**src/sv/rrq_pkg.sv**
```systemverilog
package rrq_pkg;

   // Queue geometry
   localparam int MAX_ENTRIES = 16;
   localparam int PID_BITS    = 16;
   localparam int IDX_BITS    = $clog2(MAX_ENTRIES);
   localparam int CNT_BITS    = $clog2(MAX_ENTRIES + 1);
   localparam int RT_BITS     = 16;

   localparam logic [RT_BITS-1:0] QUANTUM_RESET = RT_BITS'(300);

   // Request kinds
   localparam logic [1:0] OP_ENQUEUE = 2'd0;
   localparam logic [1:0] OP_DEQUEUE = 2'd1;
   localparam logic [1:0] OP_NEXT    = 2'd2;
   localparam logic [1:0] OP_TICK    = 2'd3;

   typedef struct packed {
      logic [1:0]          req_type;
      logic [PID_BITS-1:0] pid;
      logic                has_current;
      logic [RT_BITS-1:0]  runtime;
   } rrq_req_type;

   typedef struct packed {
      logic                status;
      logic                result_valid;
      logic [PID_BITS-1:0] result_pid;
      logic                quantum_expired;
   } rrq_rsp_type;

endpackage

```
**src/sv/round_robin_run_queue.sv**
```systemverilog
// Channel  Direction  Payload                      Transaction when
// req      in         rrq_pkg::rrq_req_type        req_valid & req_ready
// rsp      out        rrq_pkg::rrq_rsp_type        rsp_valid & rsp_ready
// csr      in         quantum_limit, 16 bits       csr_valid & csr_ready
//
// Enqueue goes from accept straight to the result state; dequeue, next and tick walk the
// queue through the single read port of the entry RAM, one entry per cycle.
// Synchronous active-high reset empties the queue and loads quantum 300.
// A result waits in the output register while rsp_ready is low; the next
// request is accepted meanwhile, and its result is handed over once the output frees.
module round_robin_run_queue (
   input  logic                 clock,
   input  logic                 reset,
   input  logic                 req_valid,
   output logic                 req_ready,
   input  rrq_pkg::rrq_req_type req_data,
   output logic                 rsp_valid,
   input  logic                 rsp_ready,
   output rrq_pkg::rrq_rsp_type rsp_data,
   input  logic                 csr_valid,
   output logic                 csr_ready,
   input  logic [15:0]          csr_data
);

   typedef enum logic [2:0] {
      ST_IDLE = 3'b001,
      ST_SCAN = 3'b010,
      ST_RESP = 3'b100
   } rrq_state_type;

   rrq_state_type state_ff, state_in;

   logic [rrq_pkg::CNT_BITS-1:0] count_ff, count_in;
   logic [rrq_pkg::CNT_BITS-1:0] issue_ff, issue_in;
   logic [rrq_pkg::IDX_BITS-1:0] data_idx_ff, data_idx_in;
   logic                         data_vld_ff, data_vld_in;
   logic                         found_ff, found_in;
   logic                         got_nxt_ff, got_nxt_in;
   logic [rrq_pkg::PID_BITS-1:0] head_ff, head_in;
   logic [rrq_pkg::PID_BITS-1:0] nxt_ff, nxt_in;
   logic [rrq_pkg::RT_BITS-1:0]  quantum_ff, quantum_in;
   rrq_pkg::rrq_req_type         req_ff, req_in;
   rrq_pkg::rrq_rsp_type         res_ff, res_in;
   rrq_pkg::rrq_rsp_type         rsp_data_ff, rsp_data_in;
   logic                         rsp_valid_ff, rsp_valid_in;

   logic                         req_accept;
   logic                         scan_done;
   logic                         hit;
   logic                         out_free;
   logic                         rd_en;
   logic [rrq_pkg::PID_BITS-1:0] rd_data;
   logic                         wr_en;
   logic [rrq_pkg::IDX_BITS-1:0] wr_addr;
   logic [rrq_pkg::PID_BITS-1:0] wr_data;
   logic                         nxt_valid;

   assign req_ready  = (state_ff == ST_IDLE);
   assign req_accept = req_valid & req_ready;
   assign csr_ready  = 1'b1;
   assign rsp_valid  = rsp_valid_ff;
   assign rsp_data   = rsp_data_ff;
   assign out_free   = !rsp_valid_ff || rsp_ready;

   // Scan pipeline: issue one read per cycle, look at the data in the cycle after the read
   assign rd_en     = (state_ff == ST_SCAN) && (issue_ff < count_ff);
   assign scan_done = (state_ff == ST_SCAN) && (issue_ff == count_ff) && !data_vld_ff;
   assign hit       = data_vld_ff && !found_ff && (rd_data == req_ff.pid);

   // RAM write: append on enqueue, shift down behind the removed entry on dequeue
   always_comb begin
      wr_en   = 1'b0;
      wr_addr = count_ff[rrq_pkg::IDX_BITS-1:0];
      wr_data = req_data.pid;
      if (req_accept && (req_data.req_type == rrq_pkg::OP_ENQUEUE)
          && (count_ff < rrq_pkg::CNT_BITS'(rrq_pkg::MAX_ENTRIES))) begin
         wr_en = 1'b1;
      end else if ((state_ff == ST_SCAN) && data_vld_ff && found_ff
                   && (req_ff.req_type == rrq_pkg::OP_DEQUEUE)) begin
         wr_en   = 1'b1;
         wr_addr = data_idx_ff - rrq_pkg::IDX_BITS'(1);
         wr_data = rd_data;
      end
   end

   rrq_ram #(
      .WIDTH(rrq_pkg::PID_BITS),
      .DEPTH(rrq_pkg::MAX_ENTRIES)
   ) u_ram (
      .clock   (clock),
      .wr_en   (wr_en),
      .wr_addr (wr_addr),
      .wr_data (wr_data),
      .rd_en   (rd_en),
      .rd_addr (issue_ff[rrq_pkg::IDX_BITS-1:0]),
      .rd_data (rd_data)
   );

   // Answer valid for next: with a current pid it needs a match, else a non-empty queue
   assign nxt_valid = req_ff.has_current ? found_ff : (count_ff != '0);

   // Sequencer and datapath next values
   always_comb begin
      state_in     = state_ff;
      count_in     = count_ff;
      issue_in     = issue_ff;
      data_idx_in  = data_idx_ff;
      data_vld_in  = rd_en;
      found_in     = found_ff;
      got_nxt_in   = got_nxt_ff;
      head_in      = head_ff;
      nxt_in       = nxt_ff;
      quantum_in   = quantum_ff;
      req_in       = req_ff;
      res_in       = res_ff;
      rsp_data_in  = rsp_data_ff;
      rsp_valid_in = rsp_valid_ff && !rsp_ready;

      if (csr_valid && csr_ready) begin
         quantum_in = csr_data;
      end

      if (rd_en) begin
         issue_in    = issue_ff + rrq_pkg::CNT_BITS'(1);
         data_idx_in = issue_ff[rrq_pkg::IDX_BITS-1:0];
      end

      // Track head, first match and the entry after it
      if (data_vld_ff) begin
         if (data_idx_ff == '0) begin
            head_in = rd_data;
         end
         if (hit) begin
            found_in = 1'b1;
         end
         if (found_ff && !got_nxt_ff) begin
            got_nxt_in = 1'b1;
            nxt_in     = rd_data;
         end
      end

      unique case (state_ff)
         ST_IDLE: begin
            if (req_accept) begin
               req_in     = req_data;
               issue_in   = '0;
               found_in   = 1'b0;
               got_nxt_in = 1'b0;
               res_in     = '0;
               if (req_data.req_type == rrq_pkg::OP_ENQUEUE) begin
                  if (count_ff < rrq_pkg::CNT_BITS'(rrq_pkg::MAX_ENTRIES)) begin
                     count_in = count_ff + rrq_pkg::CNT_BITS'(1);
                  end else begin
                     res_in.status = 1'b1;
                  end
                  state_in = ST_RESP;
               end else begin
                  state_in = ST_SCAN;
               end
            end
         end
         ST_SCAN: begin
            if (scan_done) begin
               res_in = '0;
               case (req_ff.req_type)
                  rrq_pkg::OP_DEQUEUE: begin
                     if (found_ff) begin
                        count_in = count_ff - rrq_pkg::CNT_BITS'(1);
                     end else begin
                        res_in.status = 1'b1;
                     end
                  end
                  rrq_pkg::OP_NEXT: begin
                     res_in.result_valid = nxt_valid;
                     if (nxt_valid) begin
                        res_in.result_pid = (req_ff.has_current && got_nxt_ff) ?
                                            nxt_ff : head_ff;
                     end
                  end
                  rrq_pkg::OP_TICK: begin
                     res_in.quantum_expired = found_ff && (req_ff.runtime >= quantum_ff);
                  end
                  default: begin
                  end
               endcase
               state_in = ST_RESP;
            end
         end
         ST_RESP: begin
            // Hand the result over once the output register is free
            if (out_free) begin
               rsp_valid_in = 1'b1;
               rsp_data_in  = res_ff;
               state_in     = ST_IDLE;
            end
         end
         default: begin
            state_in = ST_IDLE;
         end
      endcase
   end

   // Control registers
   always_ff @(posedge clock) begin
      if (reset) begin
         state_ff     <= ST_IDLE;
         count_ff     <= '0;
         issue_ff     <= '0;
         data_vld_ff  <= 1'b0;
         found_ff     <= 1'b0;
         got_nxt_ff   <= 1'b0;
         quantum_ff   <= rrq_pkg::QUANTUM_RESET;
         rsp_valid_ff <= 1'b0;
      end else begin
         state_ff     <= state_in;
         count_ff     <= count_in;
         issue_ff     <= issue_in;
         data_vld_ff  <= data_vld_in;
         found_ff     <= found_in;
         got_nxt_ff   <= got_nxt_in;
         quantum_ff   <= quantum_in;
         rsp_valid_ff <= rsp_valid_in;
      end
   end

   // Payload registers
   always_ff @(posedge clock) begin
      data_idx_ff <= data_idx_in;
      head_ff     <= head_in;
      nxt_ff      <= nxt_in;
      req_ff      <= req_in;
      res_ff      <= res_in;
      rsp_data_ff <= rsp_data_in;
   end

   // Queue never holds more than its capacity
   assert property (@(posedge clock) disable iff (reset)
      count_ff <= rrq_pkg::CNT_BITS'(rrq_pkg::MAX_ENTRIES))
      else $error("queue count exceeds capacity");

   // Shift writes happen only behind a found entry of a dequeue
   assert property (@(posedge clock) disable iff (reset)
      ((state_ff == ST_SCAN) && wr_en) |->
         (found_ff && (req_ff.req_type == rrq_pkg::OP_DEQUEUE) && (data_idx_ff != '0)))
      else $error("shift write without a match");

   // A successful dequeue drops the count by one
   assert property (@(posedge clock) disable iff (reset)
      (scan_done && found_ff && (req_ff.req_type == rrq_pkg::OP_DEQUEUE)) |=>
         (count_ff == ($past(count_ff) - rrq_pkg::CNT_BITS'(1))))
      else $error("dequeue did not shrink the queue");

   // Reads stay below the fill count
   assert property (@(posedge clock) disable iff (reset)
      rd_en |-> (issue_ff < count_ff) && (state_ff == ST_SCAN))
      else $error("read issued outside the scan");

endmodule

```
**src/sv/rrq_ram.sv**
```systemverilog
module rrq_ram #(
   parameter int WIDTH = 16,
   parameter int DEPTH = 16
) (
   input  logic                     clock,
   input  logic                     wr_en,
   input  logic [$clog2(DEPTH)-1:0] wr_addr,
   input  logic [WIDTH-1:0]         wr_data,
   input  logic                     rd_en,
   input  logic [$clog2(DEPTH)-1:0] rd_addr,
   output logic [WIDTH-1:0]         rd_data
);

   logic [WIDTH-1:0] mem_ff [DEPTH];
   logic [WIDTH-1:0] rd_data_ff;

   // Write port
   always_ff @(posedge clock) begin
      if (wr_en) begin
         mem_ff[wr_addr] <= wr_data;
      end
   end

   // Registered read port
   always_ff @(posedge clock) begin
      if (rd_en) begin
         rd_data_ff <= mem_ff[rd_addr];
      end
   end

   assign rd_data = rd_data_ff;

endmodule
```
**config.mk**
```make
export PLATFORM = sky130hd
export DESIGN_NAME = round_robin_run_queue
export DESIGN_NICKNAME = d
export VERILOG_FILES = /design/src/sv/rrq_pkg.sv /design/src/sv/round_robin_run_queue.sv /design/src/sv/rrq_ram.sv
export SDC_FILE = /design/constraint.sdc
export NUM_CORES = 1
export LEC_CHECK = 0
export ABC_AREA = 1
export BUFFER_PORTS_ARGS = -buffer_cell sky130_fd_sc_hd__buf_2
export CAP_MARGIN = 20
export CORE_MARGIN = 2
export CORE_UTILIZATION = 60
export CTS_BUF_LIST = sky130_fd_sc_hd__clkbuf_4 sky130_fd_sc_hd__clkbuf_8
export DETAILED_ROUTE_END_ITERATION = 10
export GPL_ROUTABILITY_DRIVEN = 1
export HOLD_SLACK_MARGIN = 0.08
export PLACE_DENSITY = 0.84
export SYNTH_ARGS = -nofsm -noshare
export SYNTH_HDL_FRONTEND = slang
export SYNTH_SLANG_ARGS = --single-unit
```
**constraint.sdc**
```tcl
create_clock -name clock -period 3.96 [get_ports clock]
set_input_delay 1.188 -clock clock [delete_from_list [all_inputs] [get_ports clock]]
set_output_delay 1.188 -clock clock [all_outputs]
set_load 0.01 [all_outputs]
```
# == After elaboration in Yosys (flattened, before gate mapping) ==
# Memory sizes are Yosys's and may differ from the RTL's. A register that Yosys moved wholly into a read port is not among the register bits.
# Index checks and enable logic that the tools add are counted.
# op_classes
n_addsub,4
order_cmp,3
n_eq_ne,15
n_mux,45
n_bitwise,1
n_reduce_logical,31
# ops
cell,n
16-bit two-way mux,4
5-bit two-way mux,9
19-bit two-way mux,2
19-bit case mux with 2 select lines,1
1-bit two-way mux,20
17-bit two-way mux,1
16-bit equality test,1
16-bit >= comparator,1
1-bit logical AND,14
3-bit two-way mux,4
"5-bit by 1-bit adder with 5-bit output, second input constant",2
5-bit case mux with 2 select lines,1
3-bit case mux with 3 select lines,1
4-bit two-way mux,2
"2-bit by 1-bit inequality test with 1-bit output, second input constant",4
2-bit AND reduction,4
7-bit AND reduction,1
"2-bit inequality test, second input constant",3
3-bit AND reduction,2
5-bit equality test,1
1-bit zero test,5
5-bit less-than comparator,1
"5-bit less-than comparator, second input constant",1
5-bit nonzero test,1
12 further kinds,13
# totals
ff_bits,142
ram_bits,256
input_bits,56
out_inout_bits,22
wordCells,123
n_memories,1
# memory_table
name,words,word_bits,read_ports,rd_clocked_by_memory_dff,wr,line,source
u_ram.mem_ff,16,16,1,1,1,rrq_ram.sv:14,logic [WIDTH-1:0] mem_ff [DEPTH];

# == Logic depth before layout (Yosys ltp) ==
# Gate-level depths: netlist of the first run.
# depth
word_depth,8
ltp_mapped,12
ltp_nobuf,12

# == Cells and area by module ==
# From an unflattened synthesis of the first run, not the netlist that was laid out.
# hier_totals
cells_unflattened,1666
area_unflattened_um2,17804.6
# modules_own_cells
module,n_inst,cells_per_inst,area_per_inst_um2,seq_area_each_um2
rrq_ram,1,1074,11548.6,8167.8
round_robin_run_queue,1,592,6256.0,3933.8

# == Worst setup path before layout of the first run ==
# Ideal clock, no wire load.
# synth_timing
path_kind,input-to-reg
start,input rsp_ready
end,"register rsp_data_ff, in the netlist rsp_data[0], enable pin"
setup_ns,0.444
t_arrival_ns,3.088
required_time_ns,3.516
path_slack_ns,0.429
path_stages,2
path_buffers,0
path_cell_list,nor2_1 -> nor4_1
# synth_between
elab_chain_cells,2
# synth_rtl
element,line,source
"start, declared",round_robin_run_queue.sv:18,"input logic rsp_ready,"
1-bit logical OR,round_robin_run_queue.sv:63,assign out_free = !rsp_valid_ff || rsp_ready;
2-bit AND reduction (no line),n/a,
"end signal, assigned",round_robin_run_queue.sv:233,rsp_data_ff <= rsp_data_in;
"end, declared",round_robin_run_queue.sv:44,"rrq_pkg::rrq_rsp_type rsp_data_ff, rsp_data_in;"
# No other way between the ends.
# A chain may end at the register's enable or synchronous reset.

# == Worst setup path in the final report of the first run ==
# layout_timing
start,register state_ff[0]
end,output req_ready
# layout_between
elab_chain_cells,1
# layout_rtl
element,line,source
"start, declared",round_robin_run_queue.sv:31,"rrq_state_type state_ff, state_in;"
"start signal, assigned",round_robin_run_queue.sv:215,state_ff <= state_in;
3-bit by 1-bit equality test with 1-bit output,round_robin_run_queue.sv:58,assign req_ready = (state_ff == ST_IDLE);
"end, declared",round_robin_run_queue.sv:15,"output logic req_ready,"
# No other way between the ends.

==> results of run 1 <==
## synthesized netlist by cell type (2+ instances only)
library cell	n	area share, %
nand2_4	2	0.13
inv_1	77	1.7
o21ai_0	149	4.5
xnor2_1	6	0.31
o22ai_1	32	1.2
buf_2	19	0.57
a21oi_1	45	1.3
o21ai_1	19	0.57
nand2_1	189	4.2
dfxtp_1	33	4.0
nand4_1	4	0.15
ha_1	27	2.0
nor3_1	4	0.12
o211ai_1	33	1.5
edfxtp_1	381	68
o21ai_2	3	0.16
xor2_1	4	0.21
a21oi_2	2	0.10
clkinv_1	3	0.067
inv_2	8	0.18
nand3_1	50	1.5
nand3_2	5	0.30
buf_1	3	0.067
nor2_1	218	4.9
clkbuf_1	40	0.90
o21bai_1	2	0.090
## layer usage
layer	global-route usage [%]	vias to the layer above	part of all wire (%)
li1	-	5091	-
met1	34.9	5300	38
met2	42.1	661	47
met3	5.57	106	11
met4	12.5	0	4.5
met5	0	-	0
## report_power, final
part | total, W | internal (W) | leakage, nW | switching [W]
Sequential | 0.00494 | 0.00489 | 3.74 | 0.0000516
Combinational | 0.000492 | 0.000140 | 2.55 | 0.000352
Clock | 0.00335 | 0.00181 | 0.628 | 0.00154
Total | 0.00878 | 0.00683 | 6.91 | 0.00195
## sequential cells by signal, indices dropped and copies added (netlist names), 3 cells and up
name and count:
data_idx_ff 4, u_ram.mem_ff 256, u_ram.rd_data 16, count_ff 5, head_ff 16, state_ff 3
issue_ff 5, req_ff 35, res_ff 19, rsp_data 19, quantum_ff 16, nxt_ff 16
## through the flow
| stage | utilization (%) | power [W] |
|---|---|---|
| 3_3_place_gp | 63.7 | 0.00548 |
| 5_1_grt | 68.0 | 0.00904 |
| 2_1_floorplan | - | 0.00531 |
| 3_5_place_dp | 63.7 | 0.00551 |
| 4_1_cts | 68.0 | 0.00881 |
| 6_report | 68.0 | 0.00878 |
## worst max-delay path by stage
stage                           to  slack [ns]         start
6_report                 req_ready        1.13   state_ff[0]
5_1_grt                  req_ready        1.09   state_ff[0]
4_1_cts                  req_ready        1.12   state_ff[0]
3_5_place_dp   u_ram.mem_ff[14][0]        1.05  req_data[34]
3_3_place_gp    u_ram.mem_ff[1][9]        1.11  req_data[34]
2_1_floorplan          rsp_data[0]        0.43     rsp_ready
## kinds of logic after synthesis
kind of cell | Yosys count | share of synthesized area, %
buffers and inverters | 152 | 3.59
adders and majority gates | 28 | 2.14
DFF | 414 | 72.4
and+or+nand+nor | 479 | 11.7
AOI/OAI and AO/OA | 289 | 9.64
other | 1 | 0.0224
xor gates and xnor gates | 10 | 0.524
## worst reg2reg max path, cell delays in order, from the launching register on
cell and delay, ns:
dfxtp_1 0.46, nand2_1 0.13, nor2_1 0.22, nand2_4 0.31
nand2_1 0.33, nand3_1 0.27, nor2_1 0.23, buf_4 0.28
## cell type report
type | count | area share, %
antenna | 1 | 0.0133
clock buffer | 80 | 5.23
sequential | 414 | 64.4
tap | 378 | 2.52
inverter | 89 | 1.80
multi-input combinational | 807 | 21.6
clock inverter | 30 | 1.12
timing repair buffer | 106 | 3.29
==> results.ini, run 1 <==
[status]
status=finished clean

[hold_path]
min_path_type=flip-flop to flip-flop
min_path_cells=0
worstHoldEndpoint=rsp_data[16]
hold_start=res_ff[16]

[sta]
slew_violations=0
final.min_clock_period_ns=2.83
fmax_mhz=353
setup_ws_ns=1.13
period_share_pct=71.5
rsz0062_at_grt=false
setup_viol=0
hold_violations=0
slew_headroom_pct=25.9
fin_worst_skew_ns=0.0212
worst_pin_slew_ns=1.11
whs_ns=0.421
fin_setup_tns_ns=0

[detailed_routing]
avgRoutedWirePerCell_um=20.1
vias=11158
wirelength_um=38400
drtPass1Iterations=5
ant_nets=0
drc=0
vias_per_cell=5.86
drtIter0Drc=1441

[placed_design]
placed_cell_area_sq_um=17600
io_buffers=76
dp_hpwl_um=24600
post-place-ws_ns=1.05
post-place-cells=1793
place_congestion=0.954

[synthesis]
syn_avg_cell_area_sq_um=12.2
synth_cell_types=41
synth_nets=1457
synthFlopType=edfxtp_1
postSynth.asyncResetShare_pct=0
ys_warn_count=0
synth_edf_count=381
synth_cells=1373
synth_area_sq_um=16700
yosysSeqAreaShare_pct=72.4
synth-seq-cells=414

[clock_network]
cts_resized=0
cts_sinks=414
htree_levels=2
cts_setup_buffers=0
cts_buffer_depth=3
clkTransAtPathRegs_ns=0.06
cts_root_buffer=clkbuf_8
cts_tree=done
insertion_delay_ns=0.60
cts_buffers=60
cts_hold_buf=0

[floorplan]
ios=78
fp-row-count=61
die_w_um=171
fp.dieArea_sq_um=29200
core_area_sq_um=27600
initial_utilization_pct=60.5
die_h_um=171

[critical_path]
crit_type=flip-flop to output port
cp_slowest_cell=dfxtp_1
worstPathCellList=inv_2, nor3_2, buf_2
cp.arrival_ns=1.64
path_max_fanout=5
reg2reg_slack_ns=1.40
rr_endpoint=u_ram.mem_ff[8][7]
cp.depth=3
rr_worst_depth=7
startpoint_type=flip-flop
crit_required_ns=2.77
worst_path_largest_cell_delay_ns=0.41
r2r_start=data_vld_ff
cp_top_family=flip-flops
end_kind=output port
critPathBufInv=2

[layout]
regArea_sq_um=12100
final_cell_mix=edfxtp_1, nor2_1, nand2_1, o21ai_0, inv_1
fin_cells=1905
final_common_cell=edfxtp_1
fill_cells=1842
drive_gt1_share_pct=15.6
multi_input_area_sq_um=4070
nets=1562
syn2layout_area_growth_pct=12.4
fin_area_sq_um=18800

[power]
p_leak_nw=6.91
power.density_nw_per_um2=467
peakVddDrop_uv=228

[global_routing]
antenna_found_initial=1
overflow=0
first_global_vias=10514
grt_max_degree=130
grt_use_total_pct=26.4
grt_pass1_wl_um=57900

[job]
cap_violations=0

No activity file was read; power rests on OpenSTA's default activity.
==> run 2: changes to the inputs <==
ABC_AREA = 0   (was 1)
CORE_UTILIZATION = 57   (was 60)
clock period = 2.6 ns   (was 3.96 ns; I/O delays follow)
==> results.ini, run 2 <==
[synthesis]
synth_edf_count=381  ; unchanged
synthFlopType=edfxtp_1
synth_area_sq_um=16300  ; -2.3%
synth_cells=941  ; -31%
yosys.area.top_type=edfxtp_1
synth_common_cells=edfxtp_1, nand2_1, mux4_2
syn_avg_cell_area_sq_um=17.4  ; +43%
synth_cell_types=52  ; +27%
synth-seq-cells=414  ; unchanged
yosysSeqAreaShare_pct=74.0  ; +1.7 points
postSynth.asyncResetShare_pct=0  ; unchanged
synth_area_leaders=edfxtp_1, mux4_2, dfxtp_1
synth_top_area_share_pct=70.0  ; +1.6 points
synth_nets=1025  ; -30%
ys_warn_count=0  ; unchanged
synth.most_common_cell=edfxtp_1

[global_routing]
grt_pass1_wl_um=51100  ; -12%
grt_max_degree=69  ; -47%
overflow=0  ; unchanged
antenna_found_initial=0  ; -1
first_global_vias=9313  ; -11%
grt_use_total_pct=22.2  ; -4.2 points

[critical_path]
reg2reg_slack_ns=0.17  ; -1.23 ns
cp_top_family=simple AND/OR/NAND/NOR gates
critPathBufInv=1  ; -1
crit_type=flip-flop to flip-flop
cp_slowest_cell=or3_4
rr_worst_depth=5  ; -2
path_max_fanout=16  ; +11
crit_path_frequent_cell=nand2_1
cp.arrival_ns=2.61  ; +0.97 ns
worst_path_largest_cell_delay_ns=0.50  ; +0.09 ns
end_kind=flip-flop
worstPathCellList=or3b_4, or3_4, buf_4, nand2_1, nand2_1
cp.depth=5  ; +2
startpoint_type=flip-flop
crit_required_ns=2.77  ; about the same

[sta]
fmax_mhz=411
period_share_pct=93.6
slew_headroom_pct=40.3  ; +14 points
rsz0062_at_grt=false
setup_viol=0  ; unchanged
fin_worst_skew_ns=0.0468  ; +0.0256 ns
hold_violations=0  ; unchanged
slew_violations=0  ; unchanged
final.min_clock_period_ns=2.43
fin_setup_tns_ns=0  ; unchanged
worst_pin_slew_ns=0.896  ; -0.215 ns

[floorplan]
core_area_sq_um=28000  ; +1.4%
ios=78  ; unchanged
initial_utilization_pct=58.3  ; -2.2 points
die_h_um=173  ; +1.4%
fp.dieArea_sq_um=30000  ; +2.8%
fp-row-count=61  ; unchanged
die_w_um=173  ; +1.4%

[placed_design]
io_buffers=76  ; unchanged
place_congestion=0.829  ; -13%
dp_hpwl_um=21300  ; -13%

[clock_network]
cts_sinks=414  ; unchanged
htree_levels=2  ; unchanged
cts_buffer_depth=3  ; unchanged
cts_hold_buf=0  ; unchanged
clkTransAtPathRegs_ns=0.06  ; about the same
cts_root_buffer=clkbuf_8
cts_buffers=60  ; unchanged
insertion_delay_ns=0.64  ; +0.04 ns
cts_tree=done

[power]
power.density_nw_per_um2=669  ; +43%
p_leak_nw=6.40  ; -7.4%
peakVddDrop_uv=487  ; +110%

[detailed_routing]
vias=8882  ; -20%
drc=0  ; unchanged
wirelength_um=32500  ; -15%
drtIter0Drc=796  ; -45%
avgRoutedWirePerCell_um=21.6  ; +7.2%
drtPass1Iterations=5  ; unchanged
vias_per_cell=5.90  ; +0.69%
ant_nets=0  ; unchanged

[layout]
drive_gt1_share_pct=28.9  ; +13 points
n_antenna_cell=0  ; -1
largest_reg_flops=256  ; unchanged
syn2layout_area_growth_pct=16.2
final_common_cell=edfxtp_1
nets=1174  ; -25%
top_regs=u_ram.mem_ff: 256 flops, req_ff: 35 flops
final_core_util_pct=67.8  ; -0.24 points
final_cell_mix=edfxtp_1, nand2_1, buf_2, mux4_2, clkbuf_8
top_register=u_ram.mem_ff
fill_cells=1659  ; -9.9%

[hold_path]
min_path_cells=1  ; +1
min_path_type=primary input to flip-flop

[job]
cap_violations=0  ; unchanged

[status]
status=finished clean

## run 2: cell count changes in the layout (fill, tap and decap cells not counted), moves of 29 or more
cell	delta
o21ai_0	-145
nand2_1	-91
nand3_1	-47
o211ai_1	-29
mux4_2	+64
nor2_1	-185
mux2i_1	+32
inv_1	-50
o22ai_1	-31
## run 2: path summary, 6_finish.rpt
path | end | startpoint
hold reg to reg | rsp_data[15] | res_ff[15]
hold / removal | req_ff[8] | req_data[8]
setup / recovery | u_ram.mem_ff[5][3] | state_ff[1]
setup reg to reg | u_ram.mem_ff[5][3] | state_ff[1]
## run 2: cell type report
type | count | area (sq um) | share of cell area, %
well taps | 378 | 473 | 2.49
multi-input cells | 459 | 4170 | 21.9
clock buffers | 82 | 1010 | 5.32
clock inverters | 18 | 115 | 0.606
inverters | 29 | 113 | 0.593
repair buffers | 126 | 1010 | 5.30
flip-flops and latches | 414 | 12100 | 63.8
## run 2: cells by family (layout without fill, tap and decap cells)
logic type / Yosys count / count (layout) / share of synthesized area [%]
other: 1 / 1 / 0.0229
XOR/XNOR: 26 / 26 / 1.39
buffers and inverters: 68 / 255 / 1.81
AO/OA/AOI/OAI: 91 / 91 / 3.54
multiplexers: 98 / 98 / 10.9
adder cells (fa/ha/maj): 28 / 28 / 2.19
AND/OR/NAND/NOR: 215 / 215 / 6.09
flip-flops: 414 / 414 / 74.0
## run 2: per-stage QoR
stage,area [sq um],cells,hold WS (ns),total power (W),setup slack (ns)
detailed placement,17800,1403,0.407,0.00798,0.0279
floorplan,16500,941,0.400,0.00779,-0.130
global route,19000,1506,0.309,0.0131,0.0835
finish,19000,1506,0.325,0.0127,0.166
global placement,17800,1403,0.401,0.00795,0.0771
CTS,19000,1503,0.293,0.0128,0.0159
## run 2: layer usage
layer,up-vias,wire length [um],GRT usage [%]
li1,3923,-,-
met1,4442,13000,29.5
met2,437,16100,37.2
met3,80,2420,3.73
met4,0,937,8.44
met5,-,0,0
## run 2: where the power goes
group | switching, W | internal (W)
Combinational | 0.000282 | 0.000162
Sequential | 0.0000386 | 0.00737
Clock | 0.00233 | 0.00252
## run 2: repair_timing
item	CTS	global route
setup buffers	0	3
pin swaps	0	1
gates resized for setup	1	3
setup endpoints to repair	29	29
cloned	0	0
